$ cat src/quadratic_root_solver_defines.svh
// Assertion macros shared by the quadratic root solver RTL.
// Depends on clk and rst being visible in the module that uses them.
`ifndef QUADRATIC_ROOT_SOLVER_DEFINES_SVH
`define QUADRATIC_ROOT_SOLVER_DEFINES_SVH
`ifndef SYNTHESIS
`define QRS_ASSERT(lbl, prop, msg) \
  lbl: assert property (@(posedge clk) disable iff (rst) (prop)) else $error(msg);
`define QRS_NEVER(lbl, expr, msg) \
  lbl: assert property (@(posedge clk) disable iff (rst) !(expr)) else $error(msg);
`else
`define QRS_ASSERT(lbl, prop, msg)
`define QRS_NEVER(lbl, expr, msg)
`endif
`endif

$ cat src/qrs_pkg.sv
// Shared widths, item kinds, root counts and the queue item type.
// No dependencies.
package qrs_pkg;

  localparam int CoefW   = 16;
  localparam int DiscW   = 34;
  localparam int RootW   = 17;
  localparam int MagW    = 17;
  localparam int QuoW    = 33;
  localparam int OutW    = 32;
  localparam int QDepth  = 4;
  localparam int QIdxW   = 2;
  localparam int QCntW   = 3;
  localparam int SqSteps = 17;
  localparam int DivSteps = 33;

  localparam logic [2:0] KIND_NONE = 3'd0;
  localparam logic [2:0] KIND_INF  = 3'd1;
  localparam logic [2:0] KIND_LIN  = 3'd2;
  localparam logic [2:0] KIND_ONE  = 3'd3;
  localparam logic [2:0] KIND_TWO  = 3'd4;

  localparam logic [1:0] CNT_NONE = 2'd0;
  localparam logic [1:0] CNT_ONE  = 2'd1;
  localparam logic [1:0] CNT_TWO  = 2'd2;
  localparam logic [1:0] CNT_INF  = 2'd3;

  typedef struct packed {
    logic [2:0]              kind;
    logic signed [CoefW-1:0] a;
    logic signed [CoefW-1:0] b;
    logic signed [CoefW-1:0] c;
    logic [DiscW-1:0]        d;
  } item_t;

  typedef struct packed {
    logic [QCntW-1:0] count;
    logic             empty;
  } qstat_t;

endpackage

$ cat src/qrs_front.sv
// Front end: registers coefficients, forms the discriminant, classifies.
// Depends on qrs_pkg.
module qrs_front import qrs_pkg::*; (
  input  logic                    clk,
  input  logic                    rst,
  input  logic                    start,
  input  logic signed [CoefW-1:0] coef_quad,
  input  logic signed [CoefW-1:0] coef_lin,
  input  logic signed [CoefW-1:0] coef_const,
  input  qstat_t                  qstat,
  output logic                    busy,
  output logic                    push,
  output item_t                   push_item
);

  logic                    v1, v2;
  logic signed [CoefW-1:0] a1, b1, c1, a2, b2, c2;
  logic signed [31:0]      bb2, ac2;
  logic [QCntW:0]          load;
  logic signed [34:0]      d;

  // Reserve a queue slot for every item in flight.
  assign load = {1'b0, qstat.count} + {{QCntW{1'b0}}, v1} + {{QCntW{1'b0}}, v2};
  assign busy = load >= (QCntW+1)'(QDepth);

  always_ff @(posedge clk) begin
    if (rst) begin
      v1 <= 1'b0;
      v2 <= 1'b0;
    end else begin
      v1 <= start && !busy;
      v2 <= v1;
    end
    a1  <= coef_quad;
    b1  <= coef_lin;
    c1  <= coef_const;
    a2  <= a1;
    b2  <= b1;
    c2  <= c1;
    bb2 <= b1 * b1;
    ac2 <= a1 * c1;
  end

  assign d = {{3{bb2[31]}}, bb2} - {ac2[31], ac2, 2'b00};

  always_comb begin
    push_item   = '0;
    push_item.a = a2;
    push_item.b = b2;
    push_item.c = c2;
    if (a2 == '0) begin
      if (b2 == '0) begin
        push_item.kind = (c2 == '0) ? KIND_INF : KIND_NONE;
      end else begin
        push_item.kind = KIND_LIN;
      end
    end else if (d[34]) begin
      push_item.kind = KIND_NONE;
    end else begin
      push_item.d    = d[DiscW-1:0];
      push_item.kind = (d == '0) ? KIND_ONE : KIND_TWO;
    end
  end

  assign push = v2;

endmodule

$ cat config.mk
export PLATFORM = sky130hd
export DESIGN_NAME = qrs_front
export DESIGN_NICKNAME = d
export VERILOG_FILES = /design/src/quadratic_root_solver_defines.svh /design/src/qrs_pkg.sv /design/src/qrs_front.sv
export SDC_FILE = /design/constraint.sdc
export NUM_CORES = 2
export LEC_CHECK = 0
export ABC_AREA = 1
export CORE_ASPECT_RATIO = 1.2
export CORE_MARGIN = 3
export CORE_UTILIZATION = 45
export DETAILED_ROUTE_END_ITERATION = 10
export DONT_BUFFER_PORTS = 1
export PLACE_DENSITY_LB_ADDON = 0.05
export SYNTH_ARGS = -nofsm -noshare
export SYNTH_HDL_FRONTEND = slang
export SYNTH_SLANG_ARGS = --single-unit
$ cat constraint.sdc
create_clock -name clk -period 18.6 [get_ports clk]
set_input_delay 3.72 -clock clk [delete_from_list [all_inputs] [get_ports clk]]
set_output_delay 3.72 -clock clk [all_outputs]
set_load 0.1 [all_outputs]
==> reports/qor.tcl <==
set qor(cpLargestDelayFamily) {compound AO/OA/AOI/OAI gates}
set qor(synthArstFlopShare_pct) 0
set qor(final_hold_viol_count) 0
set qor(met1_length_um) 27230
set qor(timing.final.max_slew_violations) 0
set qor(wl_per_cell_um) 16.00
set qor(synth-compound-area-share_pct) 3.738
set qor(clock.fmax_mhz) 115.9
set qor(cts_buffers) 17
set qor(dpl.hpwl_um) 53600
set qor(cts.reportedPaths.clkPinSlew_ns) 0.08
set qor(first_pass_iters) 5
set qor(antenna_found_initial) 1
set qor(die_area_um2) 60120
set qor(grt_start_max_net_pins) 27
set qor(critical_path.max_fanout) 2
set qor(synthSimpleGateAreaFrac_pct) 16.37
set qor(post_cts_buffers) 0
set qor(min_period_over_period_pct) 46.40
set qor(crit_type) {input pin to primary output}
set qor(setup_viol_count_final) 0
set qor(ctsResizeCount) 0
set qor(initial_utilization_pct) 45.69
set qor(synth_top_family_by_area) {adder cells}
set qor(synth-xor-area-share_pct) 3.028
set qor(postCtsHoldBufs) 0
set qor(synth.lib_cells_used.distinct) 47
set qor(total_number_of_clock_tree_sinks) 160
set qor(worst_path_cell_trace) {ha_1 -> a21oi_1 -> o21bai_2}
set qor(drt_iter0_drc) 1017
set qor(mapped_cells) 3227
set qor(routed-wl-met2_um) 31280
set qor(synth-seq-area-share_pct) 12.44
set qor(final.setup_skew_ns) 0.01671
set qor(end_kind) {primary output}
set qor(detail-route-antenna-nets) 0
set qor(synth-edff-count) 0
set qor(io_pins) 142
set qor(synth-seq-cells) 160
set qor(drc) 0
set qor(adder_cell_area_share_of_the_yosys_netlist_pct) 48.48
set qor(timing.critical_path.slowest_cell_delay_ns) 0.86
set qor(rows) 95
set qor(io_buffer_count) 0
set qor(worst_path_buffer_plus_inverter_count) 0
set qor(highest_metal_layer_with_signal_wires) {met4}
set qor(synth.cell_area_um2) 25740
set qor(critPathSlowestCell) {sky130_fd_sc_hd__o21bai_2}
set qor(rsz0062_at_grt) {no}
set qor(cts_h_tree_depth) 4
set qor(worstMarginPinSlew_ns) 1.274
set qor(post_synth_mux_area_share_pct) 0.04374
set qor(min_path_type) {flip-flop to flip-flop}
set qor(grt_pass1_vias) 20360
set qor(cp_data_required_time_ns) 14.88
set qor(layout.nets) 3923
set qor(synthesis.yosys.warnings) 0
set qor(drive_above_1_share_pct) 4.775
set qor(routed_via_count) 19097
set qor(outcome) {completed}
set qor(global_route_wire_length_before_repair_um) 103900
set qor(worst_setup_path_start_kind) {input pin}
set qor(global_route.usage.total_pct) 22.16
set qor(totalNegativeSetupSlack_ns) 0
set qor(slew_headroom_pct) 15.09
set qor(synth_top_flop_cell) {sky130_fd_sc_hd__dfxtp_1}
set qor(routed_via_density) 4.882
set qor(fp.coreArea_um2) 56340
set qor(clkLatencyLatePin_ns) 0.49
set qor(die_y_um) 268.0
set qor(gpl.final_weighted_congestion) 0.8821
set qor(mappedNetlistNets) 3980
set qor(maxCapViolCount) 0
set qor(cts_root_buffer) {sky130_fd_sc_hd__clkbuf_16}
set qor(worst_ep_arrival_time_ns) 4.91
set qor(dieWidth_um) 224.3
set qor(synth_area_per_cell_um2) 7.977
set qor(met3_routed_wirelength_um) 3025
set qor(cts_tree) {done}
set qor(grt_overflow) 0
set qor(max-clock-path-buffers) 2
set qor(period_minus_slack_ns) 8.630
set qor(flow.area_growth_from_synthesis_pct) 5.395
set qor(drt-total-wl_um) 62580
## path summary, 6_finish.rpt
kind | start | end | slack [ns] | depth (start not counted)
max | qstat[1] | busy | 9.97 | 3
min reg2reg | c1[15] | c2[15] | 0.34 | 0
min | c1[15] | c2[15] | 0.34 | 0
max reg2reg | b1[15] | bb2[28] | 11.98 | 22
## cell usage in the layout (no fill, tap or decap), types with 5 or more instances in the layout
cell / n
sky130_fd_sc_hd__fa_1: 499
sky130_fd_sc_hd__inv_2: 11
sky130_fd_sc_hd__a21o_1: 7
sky130_fd_sc_hd__nor4_1: 14
sky130_fd_sc_hd__dfxtp_1: 160
sky130_fd_sc_hd__inv_6: 6
sky130_fd_sc_hd__clkbuf_16: 17
sky130_fd_sc_hd__o21ai_0: 31
sky130_fd_sc_hd__nand2_1: 730
sky130_fd_sc_hd__inv_1: 973
sky130_fd_sc_hd__ha_1: 199
sky130_fd_sc_hd__nand3_1: 64
sky130_fd_sc_hd__o21a_1: 5
sky130_fd_sc_hd__xnor2_1: 35
sky130_fd_sc_hd__nor2_1: 103
sky130_fd_sc_hd__a21oi_1: 87
sky130_fd_sc_hd__buf_4: 22
sky130_fd_sc_hd__o21bai_1: 11
sky130_fd_sc_hd__nor2_2: 45
sky130_fd_sc_hd__nor3_1: 8
sky130_fd_sc_hd__a21oi_2: 6
sky130_fd_sc_hd__nand4_1: 22
sky130_fd_sc_hd__nand2_2: 13
sky130_fd_sc_hd__and2_1: 5
sky130_fd_sc_hd__xor2_1: 54
sky130_fd_sc_hd__or2_2: 5
## cell usage after synthesis (3+ instances only)
library cell / instances / area share (%)
sky130_fd_sc_hd__xor2_1: 54 / 1.8
sky130_fd_sc_hd__a21o_1: 7 / 0.20
sky130_fd_sc_hd__inv_1: 973 / 14
sky130_fd_sc_hd__a21oi_1: 93 / 1.8
sky130_fd_sc_hd__buf_4: 3 / 0.087
sky130_fd_sc_hd__o211ai_1: 4 / 0.12
sky130_fd_sc_hd__o21bai_1: 12 / 0.35
sky130_fd_sc_hd__nor2_4: 4 / 0.17
sky130_fd_sc_hd__xnor2_1: 35 / 1.2
sky130_fd_sc_hd__ha_1: 199 / 9.7
sky130_fd_sc_hd__inv_2: 11 / 0.16
sky130_fd_sc_hd__o21ai_2: 3 / 0.10
sky130_fd_sc_hd__nand3_1: 64 / 1.2
sky130_fd_sc_hd__nor2_1: 131 / 1.9
sky130_fd_sc_hd__fa_1: 499 / 39
sky130_fd_sc_hd__nor3_1: 8 / 0.16
sky130_fd_sc_hd__nand2_2: 13 / 0.32
sky130_fd_sc_hd__clkbuf_1: 92 / 1.3
sky130_fd_sc_hd__nor4_1: 15 / 0.36
sky130_fd_sc_hd__a31oi_1: 4 / 0.097
sky130_fd_sc_hd__nand2_1: 730 / 11
sky130_fd_sc_hd__a211oi_1: 3 / 0.087
sky130_fd_sc_hd__nand3_2: 4 / 0.16
sky130_fd_sc_hd__o21ai_0: 31 / 0.60
sky130_fd_sc_hd__dfxtp_1: 160 / 12
sky130_fd_sc_hd__and2_1: 5 / 0.12
sky130_fd_sc_hd__or2_2: 5 / 0.12
sky130_fd_sc_hd__nor2_2: 17 / 0.41
sky130_fd_sc_hd__o21a_1: 5 / 0.15
sky130_fd_sc_hd__nand4_1: 22 / 0.53
## logic make-up (layout without fill, tap and decap cells)
kind of cell	Yosys count	count (layout)
AOI/OAI and AO/OA	169	169
xor gates and xnor gates	89	89
buffers and inverters	1084	1040
other	1	3
and+or+nand+nor	1025	1025
DFF	160	160
muxes	1	1
adders and majority gates	698	698
## per-layer routing
layer | vias to the layer above | global-route usage, %
met3 | 48 | 3.704
met2 | 371 | 38.03
met1 | 9576 | 29.47
met4 | 0 | 5.482
met5 | - | 0
li1 | 9102 | -
## cell type report
| class | count | area (um^2) |
|---|---|---|
| Inverter | 986 | 3701 |
| Clock inverter | 15 | 168.9 |
| Tap cell | 727 | 909.6 |
| Timing Repair Buffer | 22 | 165.2 |
| Multi-Input combinational cell | 1983 | 18550 |
| Sequential cell | 160 | 3203 |
| Fill cell | 5657 | 29210 |
| Antenna cell | 2 | 5.005 |
| Clock buffer | 17 | 425.4 |
## through the flow
| stage | std cells | instance area, um^2 | hold WS, ns | util [%] | worst slack, ns |
|---|---|---|---|---|---|
| final | 3912 | 27130 | 0.3439 | 48.15 | 9.970 |
| after CTS | 3910 | 27130 | 0.3393 | 48.15 | 9.966 |
| after floorplan | 3227 | 25740 | 0.3290 | - | 9.409 |
| after global placement | 3878 | 26530 | 0.3380 | 47.09 | 9.987 |
| after global routing | 3910 | 27130 | 0.3569 | 48.15 | 9.937 |
| after detailed placement | 3878 | 26530 | 0.3445 | 47.09 | 9.966 |
## flip-flops by register name (all words and copies together), names as in the netlist
name / cells
a2: 16
b1: 16
v1: 1
c2: 16
bb2: 31
b2: 15
push: 1
a1: 16
c1: 16
ac2: 32
## worst register-to-register path: stages, from the launching register on
cell                       delay (ns)
sky130_fd_sc_hd__dfxtp_1         0.31
sky130_fd_sc_hd__buf_4           0.27
sky130_fd_sc_hd__nand2_1         0.16
sky130_fd_sc_hd__inv_1           0.15
sky130_fd_sc_hd__fa_1            0.58
sky130_fd_sc_hd__fa_1            0.78
sky130_fd_sc_hd__inv_1           0.20
sky130_fd_sc_hd__fa_1            0.51
sky130_fd_sc_hd__inv_1           0.05
sky130_fd_sc_hd__fa_1            0.48
sky130_fd_sc_hd__fa_1            0.49
sky130_fd_sc_hd__inv_1           0.05
sky130_fd_sc_hd__fa_1            0.47
sky130_fd_sc_hd__inv_1           0.04
sky130_fd_sc_hd__ha_1            0.34
sky130_fd_sc_hd__nand2_1         0.10
sky130_fd_sc_hd__nor2_1          0.15
sky130_fd_sc_hd__inv_1           0.11
sky130_fd_sc_hd__nor3_1          0.30
sky130_fd_sc_hd__nand3_1         0.12
sky130_fd_sc_hd__o211ai_1        0.47
sky130_fd_sc_hd__a31oi_1         0.17
sky130_fd_sc_hd__xor2_1          0.17
Power is not shown: default switching activity piles up to over one toggle a cycle in this logic, so the estimate is an artifact.
