`src/quadratic_root_solver_defines.svh`:
```
// Assertion macros shared by the quadratic root solver RTL.
// Depends on clk and rst being visible in the module that uses them.
`ifndef QUADRATIC_ROOT_SOLVER_DEFINES_SVH
`define QUADRATIC_ROOT_SOLVER_DEFINES_SVH
`ifndef SYNTHESIS
`define QRS_ASSERT(lbl, prop, msg) \
  lbl: assert property (@(posedge clk) disable iff (rst) (prop)) else $error(msg);
`define QRS_NEVER(lbl, expr, msg) \
  lbl: assert property (@(posedge clk) disable iff (rst) !(expr)) else $error(msg);
`else
`define QRS_ASSERT(lbl, prop, msg)
`define QRS_NEVER(lbl, expr, msg)
`endif
`endif

```
`src/qrs_pkg.sv`:
```
// Shared widths, item kinds, root counts and the queue item type.
// No dependencies.
package qrs_pkg;

  localparam int CoefW   = 16;
  localparam int DiscW   = 34;
  localparam int RootW   = 17;
  localparam int MagW    = 17;
  localparam int QuoW    = 33;
  localparam int OutW    = 32;
  localparam int QDepth  = 4;
  localparam int QIdxW   = 2;
  localparam int QCntW   = 3;
  localparam int SqSteps = 17;
  localparam int DivSteps = 33;

  localparam logic [2:0] KIND_NONE = 3'd0;
  localparam logic [2:0] KIND_INF  = 3'd1;
  localparam logic [2:0] KIND_LIN  = 3'd2;
  localparam logic [2:0] KIND_ONE  = 3'd3;
  localparam logic [2:0] KIND_TWO  = 3'd4;

  localparam logic [1:0] CNT_NONE = 2'd0;
  localparam logic [1:0] CNT_ONE  = 2'd1;
  localparam logic [1:0] CNT_TWO  = 2'd2;
  localparam logic [1:0] CNT_INF  = 2'd3;

  typedef struct packed {
    logic [2:0]              kind;
    logic signed [CoefW-1:0] a;
    logic signed [CoefW-1:0] b;
    logic signed [CoefW-1:0] c;
    logic [DiscW-1:0]        d;
  } item_t;

  typedef struct packed {
    logic [QCntW-1:0] count;
    logic             empty;
  } qstat_t;

endpackage

```
`src/qrs_queue.sv`:
```
// Short queue between front and back; drains one item per cycle whenever it holds one.
// Depends on qrs_pkg and the assertion macro header.
`include "quadratic_root_solver_defines.svh"
module qrs_queue import qrs_pkg::*; (
  input  logic   clk,
  input  logic   rst,
  input  logic   push,
  input  item_t  push_item,
  output qstat_t qstat,
  output logic   pop,
  output item_t  pop_item
);

  item_t            mem [QDepth];
  logic [QIdxW-1:0] wr_ptr, rd_ptr;
  logic [QCntW-1:0] count;

  assign pop         = count != '0;
  assign pop_item    = mem[rd_ptr];
  assign qstat.count = count;
  assign qstat.empty = !pop;

  always_ff @(posedge clk) begin
    if (push) begin
      mem[wr_ptr] <= push_item;
    end
    if (rst) begin
      wr_ptr <= '0;
      rd_ptr <= '0;
      count  <= '0;
    end else begin
      if (push) wr_ptr <= wr_ptr + 1'b1;
      if (pop)  rd_ptr <= rd_ptr + 1'b1;
      count <= count + {{(QCntW-1){1'b0}}, push} - {{(QCntW-1){1'b0}}, pop};
    end
  end

  `QRS_NEVER(a_no_overflow, push && count == QCntW'(QDepth) && !pop, "queue overflow")
  `QRS_ASSERT(a_ptr_count, (wr_ptr - rd_ptr) == count[QIdxW-1:0], "queue count mismatch")

endmodule

```
`config.mk`:
```
export PLATFORM = sky130hd
export DESIGN_NAME = qrs_queue
export DESIGN_NICKNAME = d
export VERILOG_FILES = /design/src/qrs_pkg.sv /design/src/qrs_queue.sv
export VERILOG_INCLUDE_DIRS = /design/src /design/src/src
export SDC_FILE = /design/constraint.sdc
export NUM_CORES = 1
export LEC_CHECK = 0
export BUFFER_PORTS_ARGS = -buffer_cell sky130_fd_sc_hd__buf_4
export CORE_ASPECT_RATIO = 2
export CORE_MARGIN = 4
export CORE_UTILIZATION = 40
export CTS_CLUSTER_SIZE = 25
export DETAILED_ROUTE_END_ITERATION = 12
export PLACE_DENSITY_LB_ADDON = 0.3
export SLEW_MARGIN = 10
export SYNTH_ARGS = -nofsm -noshare
export SYNTH_HDL_FRONTEND = slang
export SYNTH_SLANG_ARGS = --single-unit
```
`constraint.sdc`:
```
create_clock -name clk -period 3.85 [get_ports clk]
set_input_delay 0.77 -clock clk [delete_from_list [all_inputs] [get_ports clk]]
set_output_delay 0.77 -clock clk [all_outputs]
set_load 0.02 [all_outputs]
```
==> results summary, run 1 <==
The number of clock sinks seen by CTS is 349. The width of the die is 134.3 um. The maximum fanout encountered on the critical timing path is 40. The largest individual stage delay along the critical path comes from the cell dfxtp_4.

The core area came out at roughly 32000 um^2. The share of synthesized area in the top cell type comes to 0.8001. During synthesis, Yosys emitted a total of 0 warnings. For this run, the top clock speed supported by timing is ~310 MHz.

The areal power density over the cells is around 660 nW/um^2. The commonest cells after synthesis are edfxtp_1, mux4_2, dfxtp_1. At the end of the flow the core is filled with cells to 0.4882. The measured slew at the worst slew-check pin came out at between 800 and 900 ps. The hold-critical path depth is 1.

The clock period minus worst slack is about 3200 ps. Yosys mapped a number of flops with a built-in enable equal to 340. The worst setup path is captured at a primary output. Setup violations remaining at the end of the flow were counted as 0. The number of max-cap violations came out at 0.

The violation count after the first detailed-route iteration is around 360. Among all flip-flop cells after synthesis, the most frequent one is edfxtp_1. The number of port buffers is ~180. The post-detailed-route count of antenna-violating nets came out at 0. Data on the critical path arrives at its endpoint at ~2500 ps. The via count of the first global-routing pass came out at between 6000 and 7000.

The worst hold-check path type is input port to register. The run finished with clean final reports. The worst slew margin relative to its limit came out at 0.4354. The netlist area before placement came out at 12760 um^2. The routed layout has ~5600 vias. For the worst flop-to-flop path, the logic depth is 8. The tree is rooted in a clkbuf_16.

The number of CTS-inserted buffers is 29. The count of unique library cells instantiated by Yosys is 23. The synthesized netlist net count is between 500 and 600. STA classifies the critical path startpoint as a register. The maximum level of the CTS H-tree is 1.

The final period utilization is 0.8408. Of the cells placed in the final design, the portion with a size suffix greater than 1 is 0.4465. The count of instances resized after the clock tree is built is 0.

The synthesized instance count is between 400 and 500. Post-CTS timing repair inserted 0 buffers for setup. The most common cell in the synthesized netlist is edfxtp_1. The required time at the endpoint of the critical path came out at roughly 3100 ps.

The top-level port count is 178. The ratio of routed vias to standard cells is 4.981. The flop and latch count out of synthesis came out at about 350. The leakage power total is 5.123 nW. After synthesis, the share of flip-flops with an asynchronous set or reset is 0.

The largest voltage drop on the vdd net came out at a little under 0.0005 V. The cts-stage hold buffer count came out at 0. The number of search-and-repair iterations in the first detailed-routing pass is 4. The all-layer global routing usage came out at 0.1472. The detailed-route DRC error count is 0.

Clock skew on the completed layout was measured at around 6.6 ps. The maximum number of pins on one net before global-route repair is 50. Ranked by total cell area, the synthesized netlist is headed by edfxtp_1, mux4_2, dfxtp_1.

The HPWL after detailed placement is about 16 mm. The cell row count came out at just over 90. The setup TNS is 0 ps. Dividing the synthesized area by the synthesized cell count gives around 26 um^2. The initial antenna violation count is 6. The setup path with the least slack is of type register to primary output.

The clock latency on the worst-skew pair is 550 ps. The final weighted congestion of routability-driven global placement is between 0.6 and 0.7. The top cell type by total area after synthesis is edfxtp_1. The area enclosed by the die boundary came out at ~35000 um^2. After detailed routing, the average wire length per cell comes to approximately 23 um. The clock input transition at the sequential cells of the worst setup and hold paths is 70 ps.

Measured along the y axis, the die boundary spans between 200 and 300 um. From synthesis to final layout, the design area changed by 20.66%. The register area share after synthesis is 0.8142.

The count of final max-slew check failures was 0. The clock tree from TritonCTS is built. The total count of hold-check failures in the final report is 0. Walking the worst path, the cells encountered are buf_12 -> mux4_2 -> buf_4. The global-route congestion overflow total is 0.

The deepest clock path buffer count is 3. For this block, the routed nets add up to around 26 mm of wire. On the worst path, the slowest cell contributes a delay of approximately 700 ps. Setup repair after global routing left no endpoint under its margin.

The initial standard-cell utilization of the core came out at 0.4046. The final net count is slightly below 800. The first global-routing pass estimated 38.59 mm of wire.
[per-layer routing]
layer	track usage	wire, um	share of wire
met2	0.2933	15280	0.60
met3	0.02508	1236	0.048
met1	0.1466	8200	0.32
met5	0	20	0.00078
met4	0.06059	806	0.032
[cells in the final DEF (no fill, tap or decap), drive strengths merged]
| cell | count |
|---|---|
| edfxtp | 340 |
| buf | 185 |
| mux4 | 85 |
| clkbuf | 37 |
| clkinv | 11 |
| dfxtp | 9 |
| inv | 6 |
| ha | 6 |
| diode | 5 |
| nor2 | 5 |
| and2 | 4 |
| nor2b | 2 |
| nor3 | 2 |
| or3 | 1 |
| xnor2 | 1 |
| nor4 | 1 |
| o31a | 1 |
| mux2 | 1 |
| mux2i | 1 |
| xnor3 | 1 |
| fa | 1 |
| clkinvlp | 1 |
[power breakdown]
part | internal [W] | switching, W
Clock | 0.00137 | 0.00124
Sequential | 0.00439 | 0.000210
Combinational | 0.00146 | 0.00150
Total | 0.00722 | 0.00296
[flip-flops by register name, summed over array words and instances, names as in the netlist, named ones only]
register	cells
mem	340
count	3
rd_ptr	2
wr_ptr	2
[worst max-delay path, delay by kind of cell, from the launching register on]
| family | cells | cell delay (ps) |
|---|---|---|
| buffers and inverters | 2 | 560 |
| DFF | 1 | 700 |
| muxes | 1 | 610 |
[final timing paths]
| path | startpoint | to | slack (ps) |
|---|---|---|---|
| max | register | pop_item[79] | 610 |
| max reg2reg | count[1] | count[2] | 1710 |
| min | push_item[28] | mem[1][28] | 420 |
| min reg2reg | wr_ptr[0] | wr_ptr[0] | 560 |
[through the flow]
stage	hold WS [ps]	total power [W]	instances	area (um^2)	setup WS (ps)
after floorplan	513.6	0.006611	487	12760	652.8
after global placement	532.5	0.007682	1075	14570	1119
after detailed placement	561.4	0.007733	1075	14570	1103
after CTS	370.5	0.01036	1124	15380	500.2
after global routing	389.2	0.01063	1129	15400	416.7
final	415.4	0.01018	1129	15400	612.8
[kinds of logic after synthesis]
group | synth area share
DFF | 0.8142
xor gates and xnor gates | 0.002451
and+or+nand+nor | 0.006177
buffers and inverters | 0.01735
AOI/OAI and AO/OA | 0.0006865
adders and majority gates | 0.007452
muxes | 0.1517
[final cells by class]
type,count,area [um^2]
Multi-Input combinational cell,112,2160
Tap cell,423,529.3
Sequential cell,349,10400
Clock buffer,37,755.7
Fill cell,2603,16140
Inverter,6,22.52
Clock inverter,12,56.30
Timing Repair Buffer,185,1464
Antenna cell,5,12.51
Power figures use the tool's default switching activity.
==> run 2: changes to the inputs <==
Clock period 3.85 ns to 2.85 ns, I/O delays scaled along.
==> run 2 against run 1 <==
Effect of this change: critical path depth did not move; largest power group unchanged; setup slack got worse by 410 ps; sequential share of layout area down 1.9 points.
==> results summary, run 2 (synthesis gave the netlist of run 1 again) <==
The run finished with clean final reports. Routability-driven placement finished with a final weighted congestion of 0.7674. For this run, the total global-route usage over all layers was measured as 0.1543.

The width of the die is around 130 um. The largest registers in the layout are mem x340, count x3. The area enclosed by the die boundary came out at around 35000 um^2. The first detailed-routing pass took 4 iterations. The critical-path cell with the highest stage delay is dfxtp_4. The register-to-register setup slack is 710 ps. The number of max-cap violations is 0. The number of port buffers came out at 177.

The endpoint identified for the worst register-to-register timing path is count[2]. Measured on the finished design, the core utilization comes to 0.5022. The largest voltage drop on the vdd net came out at roughly 0.00085 V.

Setup repair after global routing left no endpoint under its margin. In this run the clock root is driven by a clkbuf_16. The final worst clock skew came out at between 15 and 20 ps. The cts-stage hold buffer count came out at 0. The maximum fanout encountered on the critical timing path came out at 31. The initial standard-cell utilization of the core came out at 0.4046. The delay of the slowest critical-path stage is just over 700 ps. The clock tree from TritonCTS is built. By startpoint and endpoint, the worst setup path is classified as register to primary output.

The number of clock sinks seen by CTS came out at roughly 350. The half-perimeter wire length after placement is 18.07 mm. The worst register-to-register path begins at count[1]. The core area came out at ~32000 um^2. The via count is 5832. The deepest clock path buffer count is 3. The path with the worst hold slack has its endpoint at mem[2][34].

The first-pass GRT wire length is ~40 mm. The total length of routed wires came out at between 20 and 30 mm. The kind of cell with the highest combined delay along the critical path is flip-flops.

The hold-critical path depth is 1. Walking the worst path, the cells encountered are buf_12 -> mux4_2 -> buf_4. The total count of hold-check failures in the final report came to 0. The detailed-route DRC error count came out at 0. In the final routed layout, each cell accounts on average for roughly 23 um. Data on the critical path is required at its endpoint by 2280 ps. The total placed instance area is roughly 15000 um^2. The initial antenna violation count is 2. The global routing usage on met2 is 0.2906. The number of cells on the worst reg-to-reg path is 8.

Power spread over the standard cell area amounts to 924.5 nW/um^2. Setup violations remaining at the end of the flow were counted as 0. The worst setup path is captured at a primary output. The top cell types in the final layout, fill and taps aside, are edfxtp_1, buf_4, mux4_2, clkbuf_16, buf_12. The maximum level of the CTS H-tree is 1. In this run the worst hold path is classified as input port to register. The peak clock frequency supported by timing is between 300 and 400 MHz. Buffers inserted during clock tree synthesis total 31. After global routing, the most crowded layer is met2.

The cell row count came out at 92. The count of final max-slew check failures came to 0. The register with the most flip-flops in the layout has 340 of them. The library cell used most frequently in the layout, excluding fill and tap cells, is edfxtp_1. Entering global routing, the biggest net connects 38 pins.

The clock period minus worst slack is 2642 ps. The worst setup path is launched from a register. The number of buffers and inverters on the critical path is 2.

The layout has ~2600 filler cells. The critical path arrival came out at just over 2000 ps. The leakage power total is between 5 and 6 nW.

The area overhead of the layout relative to synthesis is 24.12%. The global-route congestion overflow total came out at 0. The post-detailed-route count of antenna-violating nets is 0.

After clock tree synthesis, the clock-pin slew on the worst setup and hold paths is approximately 70 ps. Of the cells placed in the final design, the portion with a size suffix greater than 1 is 0.4718. At the later pin of the worst-skew pair, clock insertion delay measures approximately 570 ps.

The final net count came out at 801. In the routed layout, each cell is associated on average with a via count of about 5.1. After the first detailed-routing iteration, the DRC count stood at 258.

The register with the most flip-flops in the final layout is mem. The measured slew at the worst slew-check pin is roughly 650 ps. The top-level port count came out at 178.

In this run the vertical extent of the chip is 260.6 um. The via count of the first global-routing pass is 6585. The worst slew margin relative to its limit came out at 0.5648. The met1 routing resource usage after global routing is 0.1599. Summed over all failing endpoints, the final setup total negative slack is 0 ps. The final period utilization is 0.9271.

The startpoint identified for the worst hold timing path is push_item[34]. The finished cells cover 15840 um^2. The global routing met3 resource utilization is 0.02913.
run 2: cell types whose count changed in the layout (fill, tap and decap cells not counted), sizes merged:
cell / before / now
buf: 185 / 206
diode: 5 / 2
inv: 6 / 11
bufinv: 0 / 4
clkinv: 11 / 7
run 2: how the worst max path moves through the flow:
stage,startpoint,endpoint,slack (ps),depth (start not counted)
after CTS,register,pop_item[28],150,3
final,register,pop_item[43],210,3
after detailed placement,register,pop_item[43],540,3
after floorplan,count[1],count[2],640,8
after global routing,register,pop_item[28],130,3
after global placement,register,pop_item[43],570,3
run 2: final cells by class:
| type | count | area, um^2 | share of cell area |
|---|---|---|---|
| Tap cell | 423 | 529.3 | 0.03342 |
| Clock inverter | 17 | 217.7 | 0.01375 |
| Sequential cell | 349 | 10400 | 0.6565 |
| Multi-Input combinational cell | 112 | 2160 | 0.1363 |
| Antenna cell | 2 | 5.005 | 0.0003160 |
| Clock buffer | 37 | 798.3 | 0.05040 |
| Timing Repair Buffer | 206 | 1709 | 0.1079 |
| Inverter | 6 | 22.52 | 0.001422 |
run 2: repair_timing:
item | CTS | global route
gates resized for setup | 0 | 0
endpoints found under the setup margin | 31 | 0
endpoints found under the hold margin | 0 | 0
setup buffers | 6 | 0
run 2: per-stage QoR:
step           power (W)  hold WS, ps  std cells  worst slack, ps
6_report         0.01464        195.9       1152            207.6
3_5_place_dp     0.01059        565.3       1090            536.0
3_3_place_gp     0.01051        529.2       1090            568.6
4_1_cts          0.01487        164.0       1150            148.1
5_1_grt          0.01524        169.7       1152            130.5
2_1_floorplan   0.008921        513.6        487            639.4
run 2: power by group:
group	internal, W	leakage [nW]	switching, W	total, W
registers	0.00593	3.20	0.000190	0.00612
clock network	0.00238	0.492	0.00181	0.00418
logic	0.00216	1.66	0.00218	0.00434
total	0.0105	5.35	0.00418	0.0146
run 2: layer usage:
metal,vias up,share of wire
li1,2522,-
met1,3085,0.33
met2,170,0.58
met3,55,0.046
met4,0,0.045
met5,-,0
run 2: worst reg2reg max path: cells and delay by family (launching register included):
| kind | cells | cell delay, ps |
|---|---|---|
| adder cells (fa/ha/maj) | 3 | 840 |
| AND/OR/NAND/NOR | 2 | 510 |
| flip-flops | 1 | 370 |
| XOR/XNOR | 1 | 200 |
| buffers and inverters | 2 | 100 |
==> run 3: changes to the inputs <==
Settings changed: ABC_AREA from default to 1.
==> run 3 against run 2 <==
Effect of this change: final area up 10%; maximum frequency down 0.52%; largest power group is now combinational logic; largest cell class unchanged; first-iteration DRC count up 23%; setup slack worse by 14 ps; register-to-register slack better by 190 ps; via count up 40%; non-clock buffer count down 7; sequential share of layout area down 6.1 points; synthesized cell count up 120%; global-route usage down 0.86 points.
==> results summary, run 3 <==
The run finished with clean final reports. The synthesized netlist net count is roughly 1100. The last element of the critical path is pop_item[1]. The global-route congestion overflow total is 0. The required time at the endpoint of the critical path came out at 2280 ps. The number of flops mapped to enable cells by yosys came out at 340.

The areal power density over the cells is approximately 970 nW/um^2. By count the netlist is led by edfxtp_1, inv_1, nand2_1, o211ai_2. The peak clock frequency supported by timing is around 380 MHz. For the pin with the worst max-slew slack, the measured transition is ~590 ps.

The maximum fanout encountered on the critical timing path is 93. After floorplanning, the core was sized to cover about 36000 um^2. Among all flip-flop cells after synthesis, the most frequent one is edfxtp_1. The most common cell in the synthesized netlist is edfxtp_1.

In the final layout, the registers with the most flip-flops are mem x340, count x3. The total count of hold-check failures in the final report is 0. The post-detailed-route count of antenna-violating nets is 0.

During synthesis, Yosys emitted a total of 0 warnings. The number of search-and-repair iterations in the first detailed-routing pass came out at 4. The library cells used most frequently in the layout, excluding fill and tap cells, are edfxtp_1, buf_4, inv_1, nand2_1, o211ai_2.

The critical path is of the register to primary output type. In the final timing run, aggregate negative setup slack is 0 ps. The number of cells on the worst reg-to-reg path is 9. The number of hold buffers added after CTS was 0. The number of instances in the placed design is 1643. The maximum number of pins on one net before global-route repair is 94. The top cell type by total area after synthesis is edfxtp_1. On the worst path, the slowest cell contributes a delay of 540 ps. The final period utilization is 0.9320. The critical path arrival came out at approximately 2100 ps. After synthesis, the share of flip-flops with an asynchronous set or reset is 0. Leaving out fill and tap cells, the most frequent cell in the layout is edfxtp_1. Clock-pin slew was measured on the worst setup and hold paths at roughly 70 ps. The violation count after the first detailed-route iteration is between 300 and 400.

CTS built an H-tree with a depth of 1. The number of port buffers is 177. In this run the tightest slew margin relative to its limit is 0.6088.

The overall power of the completed layout came out at between 0.015 and 0.02 W. The via count of the first global-routing pass was ~8500. In the final layout, the share of cells above drive strength 1 is 0.3163. The chip height is ~280 um. In the global route stage, met1 resource usage came out at 0.1480.

The count of final max-slew check failures came out at 0. The final weighted congestion of routability-driven global placement is approximately 0.74. The half-perimeter wire length after placement came out at ~18 mm.

The largest voltage drop on the vdd net is roughly 0.00075 V. The endpoint of the lowest-slack register-to-register path is count[2]. After the last flow step, the layout net total stands at 1320. In this run the count of I/O pins placed on the die edge is 178. Sorting the synthesized cells by area gives the leading types as edfxtp_1, o211ai_2, inv_1. The kind of start point of the critical path is a register.

The width of the die is around 140 um. The netlist area before placement came out at 14500 um^2. The clock latency on the worst-skew pair came out at between 500 and 600 ps. The total length of routed wires came out at roughly 29 mm. In the synthesized netlist, the number of instances is about 1100.

For this run, global-route usage on met2 was measured as 0.2824. The initial antenna violation count is 4. The area overhead of the layout relative to synthesis is 20.37%. The clock tree root buffer cell is clkbuf_16. The die covers about 40000 um^2. The average footprint of a synthesized cell is between 10 and 15 um^2. The detailed-route DRC error count is 0.

The register with the most flip-flops in the layout has 340 of them. Detailed routing inserted a total of 8185 vias. The register area share after synthesis is 0.7164.

In this run the critical register-to-register path is launched from count[1]. The most heavily used metal layer in global routing is met2. Setup repair after global routing left no endpoint under its margin. The number of setup violations in the final report is 0. The share of synthesized area in the top cell type comes to 0.7039. Using the TritonRoute via totals, the vias-per-cell ratio works out to just under 5. In this run the worst hold path is classified as input port to register. The final-layout fill cell count is ~3100. The global routing met3 resource utilization is 0.02605.

Post-CTS repair changed the size of 0 cells. The number of clock sinks seen by CTS came out at between 300 and 400. The flop and latch count out of synthesis came out at 349. The count of buffers added by post-CTS timing repair for setup is 0. The clock period minus worst slack came out at 2656 ps.

The critical-path cell with the highest stage delay is dfxtp_4. The all-layer global routing usage came out at 0.1457. The deepest clock path buffer count is 3.

The register-to-register setup slack came out at around 900 ps. The final worst clock skew came out at between 10 and 15 ps. Dividing the detail-routed wire length by the instance count gives 17.09 um. The initial standard-cell utilization of the core came out at 0.4051. The leakage power total is 6.678 nW.

The number of different library cells used by synthesis comes to 20. The final cell count without fillers is 1701. TritonCTS built the clock tree. The worst setup path is captured at a primary output.

The first-pass GRT wire length is around 45 mm. Across the run, the number of max-cap violations was 0. The critical path goes through buf_12 -> a21oi_1 -> o21ai_0 -> nand2_1 -> buf_4. More flip-flops sit in one register than any other, and that register is mem.

The initialized floorplan defines just under 100 standard-cell rows. The number of CTS-inserted buffers is 30.
run 3: cell count changes after synthesis, moves of 7 or more:
cell,before,now
o21ai_0,0,38
buf_6,1,15
a21oi_2,0,50
o21ai_1,0,50
o211ai_2,0,85
inv_1,6,185
buf_2,6,23
mux4_2,85,0
buf_8,0,7
nand2_1,0,181
a21oi_1,0,39
run 3: where the power goes:
part | internal, W | leakage [nW] | switching, W
logic | 0.00232 | 2.91 | 0.00380
clock network | 0.00291 | 0.570 | 0.00185
registers | 0.00590 | 3.20 | 0.000178
run 3: routing by layer:
metal	part of all wire	vias to the layer above
li1	-	3990
met1	0.36	3964
met2	0.56	172
met3	0.048	55
met4	0.035	4
met5	0.00093	-
run 3: stage by stage:
| step | hold slack, ps | setup WS [ps] | instance area, um^2 | util |
|---|---|---|---|---|
| 2_1_floorplan | 481.7 | 162.2 | 14500 | - |
| 3_3_place_gp | 500.5 | 761.7 | 16270 | 0.4545 |
| 3_5_place_dp | 504.4 | 745.5 | 16270 | 0.4545 |
| 4_1_cts | 146.3 | 131.5 | 17450 | 0.4875 |
| 5_1_grt | 155.1 | 29.94 | 17460 | 0.4876 |
| 6_report | 178.4 | 193.8 | 17460 | 0.4876 |
run 3: cell families (layout without fill, tap and decap cells):
kind of cell / Yosys count / after routing / synth area share
other: 0 / 2 / 0
adders and majority gates: 7 / 7 / 0.006556
AOI/OAI and AO/OA: 262 / 262 / 0.1473
buffers and inverters: 243 / 441 / 0.08040
DFF: 349 / 349 / 0.7164
and+or+nand+nor: 190 / 190 / 0.04934
run 3: worst min-delay path by stage:
stage | startpoint | end | slack (ps) | cells past startpoint
global route | rst | count[0] | 160 | 2
CTS | rst | count[1] | 150 | 2
floorplan | rd_ptr[1] | register | 480 | 2
global placement | rd_ptr[1] | register | 500 | 2
finish | rst | count[1] | 180 | 2
detailed placement | rd_ptr[1] | register | 500 | 2
run 3: critical path, delay by kind of cell (launching register included):
kind	cells	cell delay, ps
buffers and inverters	2	580
AOI/OAI and AO/OA	2	230
and+or+nand+nor	1	90
DFF	1	540
run 3: cell type report:
class,count,area [um^2],share of cell area
Clock buffer,31,775.7,0.04443
Antenna cell,2,5.005,0.0002867
Sequential cell,349,10400,0.5956
Inverter,186,708.2,0.04056
Clock inverter,25,404.1,0.02315
Tap cell,450,563.0,0.03225
Multi-Input combinational cell,459,2948,0.1689
Timing Repair Buffer,199,1657,0.09489
